==> src/rtl/assert_macros.svh <==
// Assertion macros used by the top level of the triangle normal block.
// Assertions use the enclosing module's clk and rst_n; SYNTH empties them.
`ifndef ASSERT_MACROS_SVH
`define ASSERT_MACROS_SVH
`ifndef SYNTH
`define ASSERT_IMP(lbl, ant, con) \
  lbl: assert property (@(posedge clk) disable iff (!rst_n) (ant) |-> (con)) \
    else $error("assertion failed");
`define ASSERT_NXT(lbl, ant, con) \
  lbl: assert property (@(posedge clk) disable iff (!rst_n) (ant) |=> (con)) \
    else $error("assertion failed");
`else
`define ASSERT_IMP(lbl, ant, con)
`define ASSERT_NXT(lbl, ant, con)
`endif
`endif

==> src/rtl/tun_pkg.sv <==
// Package for the triangle unit normal block: widths, latencies and payload types.
// Used by every module of the block; depends on nothing.
`default_nettype none
package tun_pkg;

  localparam int COORD_W   = 16;
  localparam int EDGE_W    = COORD_W + 1;
  localparam int PROD_W    = 2 * EDGE_W;
  localparam int MAG_W     = PROD_W + 1;
  localparam int NORM_W    = 30;
  localparam int OUT_FRAC  = 14;
  localparam int OUT_W     = 16;
  localparam int OUT_ONE   = 1 << OUT_FRAC;
  localparam int Q_W       = OUT_FRAC + 1;
  localparam int SQ_W      = 2 * NORM_W;
  localparam int SUM_W     = SQ_W + 2;
  localparam int ROOT_W    = SUM_W / 2;
  localparam int REM_W     = ROOT_W + 3;
  localparam int GRP_W     = 8;
  localparam int NGRP      = (MAG_W + GRP_W - 1) / GRP_W;
  localparam int GLEN_W    = $clog2(GRP_W + 1);
  localparam int BLEN_W    = $clog2(MAG_W + 1);
  localparam int LAT_CROSS = 3;
  localparam int LAT_MERGE = 5 + ROOT_W;
  localparam int LAT_DIV   = Q_W;
  localparam int LAT_PIPE  = LAT_CROSS + LAT_MERGE + LAT_DIV;

  typedef struct packed {
    logic signed [COORD_W-1:0] a_x;
    logic signed [COORD_W-1:0] a_y;
    logic signed [COORD_W-1:0] a_z;
    logic signed [COORD_W-1:0] b_x;
    logic signed [COORD_W-1:0] b_y;
    logic signed [COORD_W-1:0] b_z;
    logic signed [COORD_W-1:0] c_x;
    logic signed [COORD_W-1:0] c_y;
    logic signed [COORD_W-1:0] c_z;
  } in_req_t;

  typedef struct packed {
    logic signed [OUT_W-1:0] norm_x;
    logic signed [OUT_W-1:0] norm_y;
    logic signed [OUT_W-1:0] norm_z;
    logic                    degenerate;
  } out_res_t;

  // scaled magnitudes and flags that ride along with the length computation
  typedef struct packed {
    logic [2:0][NORM_W-1:0] s;
    logic [2:0]             neg;
    logic                   degen;
  } norm_side_t;

  typedef struct packed {
    logic signed [OUT_W-1:0] norm;
    logic                    degen;
  } lane_res_t;

endpackage
`default_nettype wire

==> src/rtl/tun_cross_lane.sv <==
// One cross product lane: edge vectors, two products and the signed difference.
// Depends on tun_pkg.
`default_nettype none
module tun_cross_lane (
  input  logic                                clk,
  input  logic                                en,
  input  logic signed [tun_pkg::COORD_W-1:0]  pj [3],
  input  logic signed [tun_pkg::COORD_W-1:0]  pk [3],
  output logic        [tun_pkg::MAG_W-1:0]    mag,
  output logic                                neg
);

  logic signed [tun_pkg::EDGE_W-1:0] d0j_r, d1j_r, d0k_r, d1k_r;
  logic signed [tun_pkg::PROD_W-1:0] p1_r, p2_r;
  logic signed [tun_pkg::MAG_W-1:0]  cr;
  logic        [tun_pkg::MAG_W-1:0]  mag_r;
  logic                              neg_r;

  assign cr = tun_pkg::MAG_W'(p1_r) - tun_pkg::MAG_W'(p2_r);

  always_ff @(posedge clk) begin
    if (en) begin
      d0j_r <= tun_pkg::EDGE_W'(pj[1]) - tun_pkg::EDGE_W'(pj[0]);
      d1j_r <= tun_pkg::EDGE_W'(pj[2]) - tun_pkg::EDGE_W'(pj[1]);
      d0k_r <= tun_pkg::EDGE_W'(pk[1]) - tun_pkg::EDGE_W'(pk[0]);
      d1k_r <= tun_pkg::EDGE_W'(pk[2]) - tun_pkg::EDGE_W'(pk[1]);
      p1_r  <= d0j_r * d1k_r;
      p2_r  <= d0k_r * d1j_r;
      neg_r <= cr[tun_pkg::MAG_W-1];
      mag_r <= cr[tun_pkg::MAG_W-1] ? tun_pkg::MAG_W'(-cr) : tun_pkg::MAG_W'(cr);
    end
  end

  assign mag = mag_r;
  assign neg = neg_r;

endmodule
`default_nettype wire

==> config.mk <==
export PLATFORM = sky130hd
export DESIGN_NAME = tun_cross_lane
export DESIGN_NICKNAME = d
export VERILOG_FILES = /design/src/rtl/assert_macros.svh /design/src/rtl/tun_pkg.sv /design/src/rtl/tun_cross_lane.sv
export SDC_FILE = /design/constraint.sdc
export NUM_CORES = 2
export LEC_CHECK = 0
export BUFFER_PORTS_ARGS = -buffer_cell sky130_fd_sc_hd__buf_4
export CAP_MARGIN = 20
export CORE_MARGIN = 1.5
export CORE_UTILIZATION = 65
export DETAILED_ROUTE_END_ITERATION = 8
export PLACE_DENSITY = 0.83
export SYNTH_ARGS = -nofsm -noshare
export SYNTH_HDL_FRONTEND = slang
export SYNTH_SLANG_ARGS = --single-unit
export TNS_END_PERCENT = 10
==> constraint.sdc <==
create_clock -name clk -period 14.8 [get_ports clk]
set_input_delay 2.96 -clock clk [delete_from_list [all_inputs] [get_ports clk]]
set_output_delay 2.96 -clock clk [all_outputs]
set_load 0.01 [all_outputs]
==> impl_metrics.py <==
metrics = {
    "timing": {
        "relSlewSlack_pct": 35.44,
        "worst_slew_pin_slew_ns": 0.9684,
        "drv_slew": 0,
        "setup_tns_ns": 0,
        "whs_ns": 0.7244,
        "fin_crit_ns": 7.498,
        "fin_crit_sh_pct": 50.66,
        "fmax_mhz": 133.4,
        "rsz0062_at_grt": "no",
        "fin_skew_ns": 0.02252,
        "setup_violations": 0,
        "hold_viol": 0,
    },
    "critical_path": {
        "crit_buf_inv": 3,
        "worstPathMaxFanout": 17,
        "end_kind": "register",
        "path_delay_family": "adder cells",
        "crit_required_ns": 15.03,
        "path_cells": "nand2_1, fa_1, fa_1, fa_1, inv_1, fa_1, fa_1, inv_1, fa_1, inv_1, ha_1, a21o_1, a21oi_1, nand2_1, a211o_1, a221o_1, a41o_1, o41ai_1, o2111ai_1, a21oi_1, xnor2_1",
        "worstPathArrival_ns": 7.73,
        "path_common_cell": "fa_1",
        "slowest_stage": "edfxtp_1",
        "start_kind": "register",
        "path_class": "register to register",
        "slowest_delay_ns": 0.84,
    },
    "final_layout": {
        "final_area_um2": 34240,
        "final_cell_mix": "771 x inv_1, 597 x fa_1, 322 x nand2_1, 307 x and2_1, 269 x ha_1",
        "diodes": 0,
        "layout.nets": 4384,
        "final_common_cell": "inv_1",
        "area_growth_pct": 6.363,
        "drive_gt1_share_pct": 5.303,
    },
    "logic_synthesis": {
        "synth_fp_nets": 4316,
        "synth_area_leader_cell": "fa_1",
        "synth_top_area_share_pct": 37.13,
        "synth_seq_cells": 172,
        "syn_avg_cell_area_um2": 9.603,
        "ys_types": 69,
        "yosysSeqAreaShare_pct": 16.05,
        "synthArstFlopShare_pct": 0,
        "postSynthCellCount": 3352,
        "syn-cell-area_um2": 32190,
        "synth-main-ff-cell": "edfxtp_1",
        "synth-edff-count": 172,
        "yosys-top-cells-area": "fa_1 37%, edfxtp_1 16%, ha_1 10%",
        "synth_warnings": 0,
    },
    "grt": {
        "gr-total-overflow": 0,
        "grt_pass1_vias": 24450,
        "grt_pass1_wl_um": 127100,
        "grt_max_degree": 102,
        "grt_usage_pct": 32.77,
        "antenna_found_initial": 0,
    },
    "clock_tree": {
        "clk-insertion-delay-late_ns": 0.50,
        "cts.sinks": 172,
        "clk_pin_slew_ns": 0.07,
        "cts_setup_buffers": 0,
        "cts_root_buf": "clkbuf_16",
        "cts_buffers": 17,
        "cts_resized": 0,
        "cts_tree": "done",
        "cts_buffer_depth": 2,
        "cts_max_level": 4,
        "ctsHoldBuffers": 0,
    },
    "routing": {
        "avgViaCountPerCell": 5.615,
        "wl_um": 77670,
        "ant_nets": 0,
        "drtIter0Drc": 1726,
        "vias": 23000,
        "wire_per_inst_um": 18.96,
        "route.detailed.drc": 0,
        "drt_pass1_iterations": 6,
    },
    "die": {
        "fp.dieH_um": 225.5,
        "core_um2": 48950,
        "row_count": 81,
        "pin_count": 134,
        "initial_core_util_pct": 65.76,
        "die_width_um": 225.5,
        "die_area_um2": 50870,
    },
    "placement": {
        "port_buffers": 133,
        "place_congestion": 0.9638,
        "dpl_cell_area_um2": 33700,
        "dp_hpwl_um": 64540,
    },
    "worst_hold_path": {
        "min_path_type": "register to register",
    },
    "run": {
        "cap_viol_max_count": 0,
    },
    "status": {
        "status": "complete, no violations",
    },
}
worst paths after layout:
path | startpoint | endpoint | slack (ns) | cells after the start
setup / recovery | d1k_r[2]$_DFFE_PP_ | p1_r[33]$_DFFE_PP_ | 7.30 | 21
hold / removal | p2_r[0]$_DFFE_PP_ | mag[0]$_DFFE_PP_ | 0.72 | 2
setup reg to reg | d1k_r[2]$_DFFE_PP_ | p1_r[33]$_DFFE_PP_ | 7.30 | 21
hold reg to reg | p2_r[0]$_DFFE_PP_ | mag[0]$_DFFE_PP_ | 0.72 | 2
state kept, by name (all words and copies together) (netlist names):
name / cells
p2_r: 34
d1k_r: 17
mag: 35
d0j_r: 17
neg: 1
d1j_r: 17
d0k_r: 17
p1_r: 34
cells in the mapped netlist (12+ instances only):
| master | instances |
|---|---|
| xor2_1 | 29 |
| nor2_1 | 135 |
| a21boi_0 | 16 |
| a21o_1 | 35 |
| inv_1 | 771 |
| edfxtp_1 | 172 |
| o21a_1 | 19 |
| nand3_1 | 32 |
| clkbuf_1 | 83 |
| ha_1 | 269 |
| nor3_1 | 20 |
| nor2b_1 | 28 |
| nand2b_1 | 23 |
| fa_1 | 597 |
| and2_1 | 307 |
| o21bai_1 | 12 |
| xnor2_1 | 145 |
| nand2_1 | 322 |
| a31oi_1 | 14 |
| a21oi_1 | 106 |
| o21ai_0 | 78 |
| or3_1 | 15 |
metal layers:
layer / vias to the layer above / routed length [µm] / global-route usage, %
met1: 11270 / 31020 / 43.05
li1: 10450 / - / -
met4: 0 / 2866 / 12.73
met3: 162 / 7505 / 7.653
met2: 1114 / 36280 / 53.06
met5: - / 0 / 0
cell type report:
cell class,instances,area [µm²]
multi-input combinational,2324,23800
fill,3625,14710
sequential,172,5165
inverter,771,2894
timing repair buffer,134,1010
tap,664,830.8
clock buffer,18,429.2
clock inverter,13,105.1
worst min-delay path, stage by stage, from the launching register on:
cell      delay (ns)
edfxtp_1        0.32
ha_1            0.18
inv_1           0.05
stage by stage:
stage	utilization [%]	cells	setup slack (ns)
2_1_floorplan	-	3352	8.113
3_3_place_gp	68.85	4065	7.615
3_5_place_dp	68.85	4065	7.342
4_1_cts	69.94	4096	7.376
5_1_grt	69.94	4096	6.966
6_report	69.94	4096	7.302
cells by family (layout without fill, tap and decap cells):
family                   count (synthesis)  count (layout)  share of synthesized area [%]
AO/OA/AOI/OAI                          359             359                          7.105
XOR/XNOR                               175             175                          4.785
adder cells (fa/ha/maj)                866             866                          47.58
buffers and inverters                  856             936                          10.01
flip-flops                             172             172                          16.05
multiplexers                             1               1                        0.03110
AND/OR/NAND/NOR                        923             923                          14.44
Power is left out: the tool's default activity adds up to more than one toggle a clock period on the data nets, which glitch-free logic cannot reach.
