[src/rtl/assert_macros.svh]
// Assertion macros used by the top level of the triangle normal block.
// Assertions use the enclosing module's clk and rst_n; SYNTH empties them.
`ifndef ASSERT_MACROS_SVH
`define ASSERT_MACROS_SVH
`ifndef SYNTH
`define ASSERT_IMP(lbl, ant, con) \
  lbl: assert property (@(posedge clk) disable iff (!rst_n) (ant) |-> (con)) \
    else $error("assertion failed");
`define ASSERT_NXT(lbl, ant, con) \
  lbl: assert property (@(posedge clk) disable iff (!rst_n) (ant) |=> (con)) \
    else $error("assertion failed");
`else
`define ASSERT_IMP(lbl, ant, con)
`define ASSERT_NXT(lbl, ant, con)
`endif
`endif

[src/rtl/tun_pkg.sv]
// Package for the triangle unit normal block: widths, latencies and payload types.
// Used by every module of the block; depends on nothing.
`default_nettype none
package tun_pkg;

  localparam int COORD_W   = 16;
  localparam int EDGE_W    = COORD_W + 1;
  localparam int PROD_W    = 2 * EDGE_W;
  localparam int MAG_W     = PROD_W + 1;
  localparam int NORM_W    = 30;
  localparam int OUT_FRAC  = 14;
  localparam int OUT_W     = 16;
  localparam int OUT_ONE   = 1 << OUT_FRAC;
  localparam int Q_W       = OUT_FRAC + 1;
  localparam int SQ_W      = 2 * NORM_W;
  localparam int SUM_W     = SQ_W + 2;
  localparam int ROOT_W    = SUM_W / 2;
  localparam int REM_W     = ROOT_W + 3;
  localparam int GRP_W     = 8;
  localparam int NGRP      = (MAG_W + GRP_W - 1) / GRP_W;
  localparam int GLEN_W    = $clog2(GRP_W + 1);
  localparam int BLEN_W    = $clog2(MAG_W + 1);
  localparam int LAT_CROSS = 3;
  localparam int LAT_MERGE = 5 + ROOT_W;
  localparam int LAT_DIV   = Q_W;
  localparam int LAT_PIPE  = LAT_CROSS + LAT_MERGE + LAT_DIV;

  typedef struct packed {
    logic signed [COORD_W-1:0] a_x;
    logic signed [COORD_W-1:0] a_y;
    logic signed [COORD_W-1:0] a_z;
    logic signed [COORD_W-1:0] b_x;
    logic signed [COORD_W-1:0] b_y;
    logic signed [COORD_W-1:0] b_z;
    logic signed [COORD_W-1:0] c_x;
    logic signed [COORD_W-1:0] c_y;
    logic signed [COORD_W-1:0] c_z;
  } in_req_t;

  typedef struct packed {
    logic signed [OUT_W-1:0] norm_x;
    logic signed [OUT_W-1:0] norm_y;
    logic signed [OUT_W-1:0] norm_z;
    logic                    degenerate;
  } out_res_t;

  // scaled magnitudes and flags that ride along with the length computation
  typedef struct packed {
    logic [2:0][NORM_W-1:0] s;
    logic [2:0]             neg;
    logic                   degen;
  } norm_side_t;

  typedef struct packed {
    logic signed [OUT_W-1:0] norm;
    logic                    degen;
  } lane_res_t;

endpackage
`default_nettype wire

[src/rtl/tun_div_lane.sv]
// One divide lane: (s << 14) / len by pipelined restoring division, then sign.
// Depends on tun_pkg.
`default_nettype none
module tun_div_lane (
  input  logic                        clk,
  input  logic                        en,
  input  logic [tun_pkg::NORM_W-1:0]  s,
  input  logic [tun_pkg::ROOT_W-1:0]  len,
  input  logic                        neg,
  input  logic                        degen,
  output tun_pkg::lane_res_t          res
);

  localparam int DR_W = tun_pkg::ROOT_W + 1;

  logic [DR_W-1:0]             rem_r [tun_pkg::Q_W];
  logic [tun_pkg::ROOT_W-1:0]  d_r   [tun_pkg::Q_W];
  logic [tun_pkg::Q_W-1:0]     q_r   [tun_pkg::Q_W];
  logic                        neg_r [tun_pkg::Q_W];
  logic                        dg_r  [tun_pkg::Q_W];
  logic [tun_pkg::OUT_W-1:0]   qx;

  // quotient stays below 2^15 since s never exceeds len
  for (genvar j = 0; j < tun_pkg::Q_W; j++) begin : g_div
    logic [DR_W-1:0]            rem_in, remx, rem_nxt;
    logic [tun_pkg::ROOT_W-1:0] d_in;
    logic [tun_pkg::Q_W-1:0]    q_in;
    logic                       neg_in, dg_in, nbit, qbit;

    if (j == 0) begin : g_first
      assign rem_in = DR_W'(s >> 1);
      assign d_in   = len;
      assign q_in   = '0;
      assign neg_in = neg;
      assign dg_in  = degen;
      assign nbit   = s[0];
    end else begin : g_next
      assign rem_in = rem_r[j-1];
      assign d_in   = d_r[j-1];
      assign q_in   = q_r[j-1];
      assign neg_in = neg_r[j-1];
      assign dg_in  = dg_r[j-1];
      assign nbit   = 1'b0;
    end

    always_comb begin
      remx = {rem_in[DR_W-2:0], nbit};
      qbit = (remx >= {1'b0, d_in});
      rem_nxt = qbit ? remx - {1'b0, d_in} : remx;
    end

    always_ff @(posedge clk) begin
      if (en) begin
        rem_r[j] <= rem_nxt;
        d_r[j]   <= d_in;
        q_r[j]   <= {q_in[tun_pkg::Q_W-2:0], qbit};
        neg_r[j] <= neg_in;
        dg_r[j]  <= dg_in;
      end
    end
  end

  assign qx = {{(tun_pkg::OUT_W - tun_pkg::Q_W){1'b0}}, q_r[tun_pkg::Q_W-1]};

  always_comb begin
    res.degen = dg_r[tun_pkg::Q_W-1];
    if (dg_r[tun_pkg::Q_W-1]) begin
      res.norm = '0;
    end else if (neg_r[tun_pkg::Q_W-1]) begin
      res.norm = -qx;
    end else begin
      res.norm = qx;
    end
  end

endmodule
`default_nettype wire

[config.mk]
export PLATFORM = sky130hd
export DESIGN_NAME = tun_div_lane
export DESIGN_NICKNAME = d
export VERILOG_FILES = /design/src/rtl/assert_macros.svh /design/src/rtl/tun_pkg.sv /design/src/rtl/tun_div_lane.sv
export SDC_FILE = /design/constraint.sdc
export NUM_CORES = 2
export LEC_CHECK = 0
export ABC_CLOCK_PERIOD_IN_PS = 3560
export BUFFER_PORTS_ARGS = -buffer_cell sky130_fd_sc_hd__buf_2
export CORE_MARGIN = 2
export CORE_UTILIZATION = 50
export DETAILED_ROUTE_END_ITERATION = 10
export PLACE_DENSITY = 0.73
export RECOVER_POWER = 100
export SKIP_LAST_GASP = 1
export SLEW_MARGIN = 20
export SYNTH_ARGS = -nofsm -noshare
export SYNTH_HDL_FRONTEND = slang
export SYNTH_SLANG_ARGS = --single-unit
[constraint.sdc]
create_clock -name clk -period 3.56 [get_ports clk]
set_input_delay 0.356 -clock clk [delete_from_list [all_inputs] [get_ports clk]]
set_output_delay 0.356 -clock clk [all_outputs]
set_load 0.05 [all_outputs]
==> metrics.md <==
| Metric | Value |
|---|---|
| M1 GR Usage | `0.1949` |
| Post-DRT Antenna Nets | `0` |
| GRT Max-Usage Layer | `met2` |
| Min setup slack post-route | `-0.0001164 ns` |
| EDFF count, synth | `approximately 1000` |
| Most frequent cells in the layout | `1018 x edfxtp_1, 570 x inv_1, 480 x nand2_1` |
| Worst path arrival time | `~4 ns` |
| Routed vias | `between 40000 and 50000` |
| Delay-heaviest family, CP | `compound AO/OA/AOI/OAI gates` |
| Synth area leaders | `edfxtp_1 51%, ha_1 9.8%, o21ai_0 3.8%, inv_1 3.6%, a21oi_1 3.6%` |
| Cells along the critical path | `inv_2 > ha_4 > nor2b_4 > o31a_1 > o31a_1 > o41a_1 > buf_6 > o21ba_4 > a21oi_2 > buf_4 > nor2_4 > a311oi_2 > xnor2_1 > mux2_4` |
| Synth area leader | `edfxtp_1` |
| WP data required | `around 4.0 ns` |
| Min-delay worst type | `input pin to flip-flop` |
| DIE WIDTH | `about 350 um` |
| Clock root buffer | `clkbuf_16` |
| Yosys Warn Count | `0` |
| Critical path's largest stage delay | `between 0.4 and 0.5 ns` |
| DR iter-0 viols | `between 2000 and 2500` |
| First-pass GRT wire length | `198700 um` |
| N_diodes | `0` |
| Synth Register Bits | `roughly 1000` |
| Setup CP Type | `flip-flop to flip-flop` |
| DRC violations left | `0` |
| Clk_lat worst skew | `0.71 ns` |
| Failing checks | `capacitance limit, slew limit, setup timing` |
| GRT Residual Overflow | `0` |
| Hold Fails Final Rpt | `0` |
| Top_reg_cell synth | `edfxtp_1` |
| Period minus WS final | `approximately 3.6 ns` |
| Global Route Usage Sum | `0.1985` |
| Clock sinks | `roughly 1000` |
| Area delta synth->final | `16.25%` |
| P_leak | `0.02887 uW` |
| Vias/cell | `around 5.5` |
| Max Fclk | `around 280 MHz` |
| Distinct cells, synth | `about 80` |
| GPL Wtd Cong | `slightly above 0.9` |
| First-pass detailed-route iteration total | `6` |
| GRT met2 Usage | `0.3971` |
| Routed WL | `124600 um` |
| Outcome | `complete, but fails checks` |
| RSZ-0062 raised after global routing | `true` |
| Pwr Density | `865.7 nW/um^2` |
| Largest net degree at the start of global routing | `153` |
| Maximum root-to-sink buffer count | `3` |
| Commonest non-fill, non-tap cell in the layout | `edfxtp_1` |
| Post-DP HPWL | `around 90000 um` |
| Met3 Track Usage GR | `0.02448` |
| Critical-path maximum fanout | `3` |
| Die span in y | `349.0 um` |
| Place WS | `-0.2079 ns` |
| Max Cap Viol | `1` |
| Syn Area/Cell | `~11 um^2` |
| Async S/R FF share, synth | `0` |
| Initial antenna violation count | `0` |
| Initial Util | `0.5041` |
| Mean routed wirelength per cell | `between 15 and 20 um` |
| Post-synth top area share | `0.5135` |
| Final Cycle Share | `1.000` |
| Worst hold slack | `around 0.065 ns` |
| Worst-path clk slew | `around 0.060 ns` |
| Crit path buffers/inverters | `3` |
| Port Buffers | `a little over 80` |
| Number of global-route vias before repair | `between 40000 and 50000` |
| # rows | `126` |
| CTS buffer count | `approximately 110` |
| Clk_skew | `about 0.023 ns` |
| Crit-path slowest cell | `o41a_1` |
| CP endpoint kind | `flip-flop` |
| Worst-margin pin slew | `~2.2 ns` |
| Endpoints failing setup | `1` |
| Peak supply drop | `a little over 0.5 mV` |
| Slew headroom | `-0.4688` |
| Nets | `roughly 6500` |
| Seq/Total Area, Yosys | `0.5135` |
| Synth Instances | `5497` |
| Mapped Area | `about 60000 um^2` |
| Die area | `121800 um^2` |
| H-tree levels | `3` |
| Setup crit start kind | `flip-flop` |
| Share of cells above drive strength 1 | `0.1362` |
| Core ar. | `roughly 120000 um^2` |
| I/O pin total | `just over 80` |
| Worst path most repeated cell | `o31a_1` |
| CTS tree | `done` |
| Synth Net Count | `slightly above 6000` |
| Fin. max-slew vios | `35` |
==> worst paths after layout <==
check             cells past startpoint        start             to  slack (ns)
setup / recovery                     14  d_r[0][156]  rem_r[0][219]     -0.0001
hold / removal                        3        s[20]   rem_r[0][20]        0.07
setup reg to reg                     14  d_r[0][156]  rem_r[0][219]     -0.0001
hold reg to reg                       0  q_r[0][110]      q_r[1][6]        0.41
==> layer usage <==
| layer | wire [um] | part of all wire |
|---|---|---|
| met1 | 45730 | 0.37 |
| met2 | 68350 | 0.55 |
| met3 | 3394 | 0.027 |
| met4 | 7126 | 0.057 |
| met5 | 0 | 0 |
==> worst register-to-register path: stages (launching register included) <==
cell      delay (ns)
edfxtp_1        0.40
inv_2           0.10
ha_4            0.21
nor2b_4         0.12
o31a_1          0.31
o31a_1          0.32
o41a_1          0.45
buf_6           0.16
o21ba_4         0.21
a21oi_2         0.13
buf_4           0.15
nor2_4          0.04
a311oi_2        0.31
xnor2_1         0.11
mux2_4          0.26
==> state kept, by name, summed over array words and instances (netlist names) <==
name,flops
rem_r,434
q_r,120
dg_r,15
d_r,434
neg_r,15
==> stage by stage <==
| step | utilization | std cells | power (uW) | area, um^2 | TNS [ns] |
|---|---|---|---|---|---|
| after CTS | 0.5800 | 7543 | 58930 | 68490 | -0.1712 |
| after detailed placement | 0.5403 | 7258 | 46910 | 63800 | -17.15 |
| after global placement | 0.5403 | 7258 | 46310 | 63800 | -6.499 |
| after global routing | 0.5861 | 7577 | 64120 | 69200 | -1.675 |
| after floorplan | - | 5497 | 38980 | 59530 | 0 |
| final | 0.5861 | 7577 | 59910 | 69200 | -0.0001164 |
==> cell type report <==
type,instances,area (um^2)
Fill cell,9480,48880
Sequential cell,1018,30570
Multi-Input combinational cell,3755,26950
Timing Repair Buffer,488,3993
Clock buffer,129,2845
Inverter,576,2162
Tap cell,1536,1922
Clock inverter,75,764.5
==> Yosys cell counts (64+ instances only) <==
| library cell | count |
|---|---|
| clkbuf_1 | 121 |
| edfxtp_1 | 1018 |
| mux2_2 | 140 |
| o21a_1 | 67 |
| nor2_1 | 251 |
| nand2_1 | 482 |
| a21oi_1 | 427 |
| xor2_1 | 174 |
| nand3_1 | 75 |
| xnor2_1 | 207 |
| ha_1 | 464 |
| inv_1 | 576 |
| o21ai_0 | 457 |
| a21o_1 | 218 |
| nor3_1 | 64 |
| nor2b_1 | 70 |
| nand4_1 | 76 |
==> power breakdown <==
| part | total, uW | internal (uW) | switching, uW |
|---|---|---|---|
| sequential | 19400 | 17800 | 1640 |
| clock | 11200 | 6590 | 4650 |
| combinational | 29200 | 13600 | 15700 |
==> cell families (layout without fill, tap and decap cells) <==
| group | count (synthesis) | after routing | synth area share |
|---|---|---|---|
| AO/OA/AOI/OAI | 1554 | 1554 | 0.1615 |
| XOR/XNOR | 381 | 381 | 0.05606 |
| adder cells (fa/ha/maj) | 478 | 478 | 0.1022 |
| buffers and inverters | 724 | 1268 | 0.04601 |
| flip-flops | 1018 | 1018 | 0.5135 |
| multiplexers | 146 | 146 | 0.02749 |
| AND/OR/NAND/NOR | 1196 | 1196 | 0.09318 |
==> what timing repair did <==
action | CTS | global route
endpoints found under the hold margin | 64 | 0
cloned | 2 | 6
gates resized for setup | 56 | 117
hold buffers | 62 | 0
endpoints found under the setup margin | 200 | 369
setup buffers | 17 | 28
pin swaps | 19 | 77
Note: power is estimated with default switching activity, not from simulation.
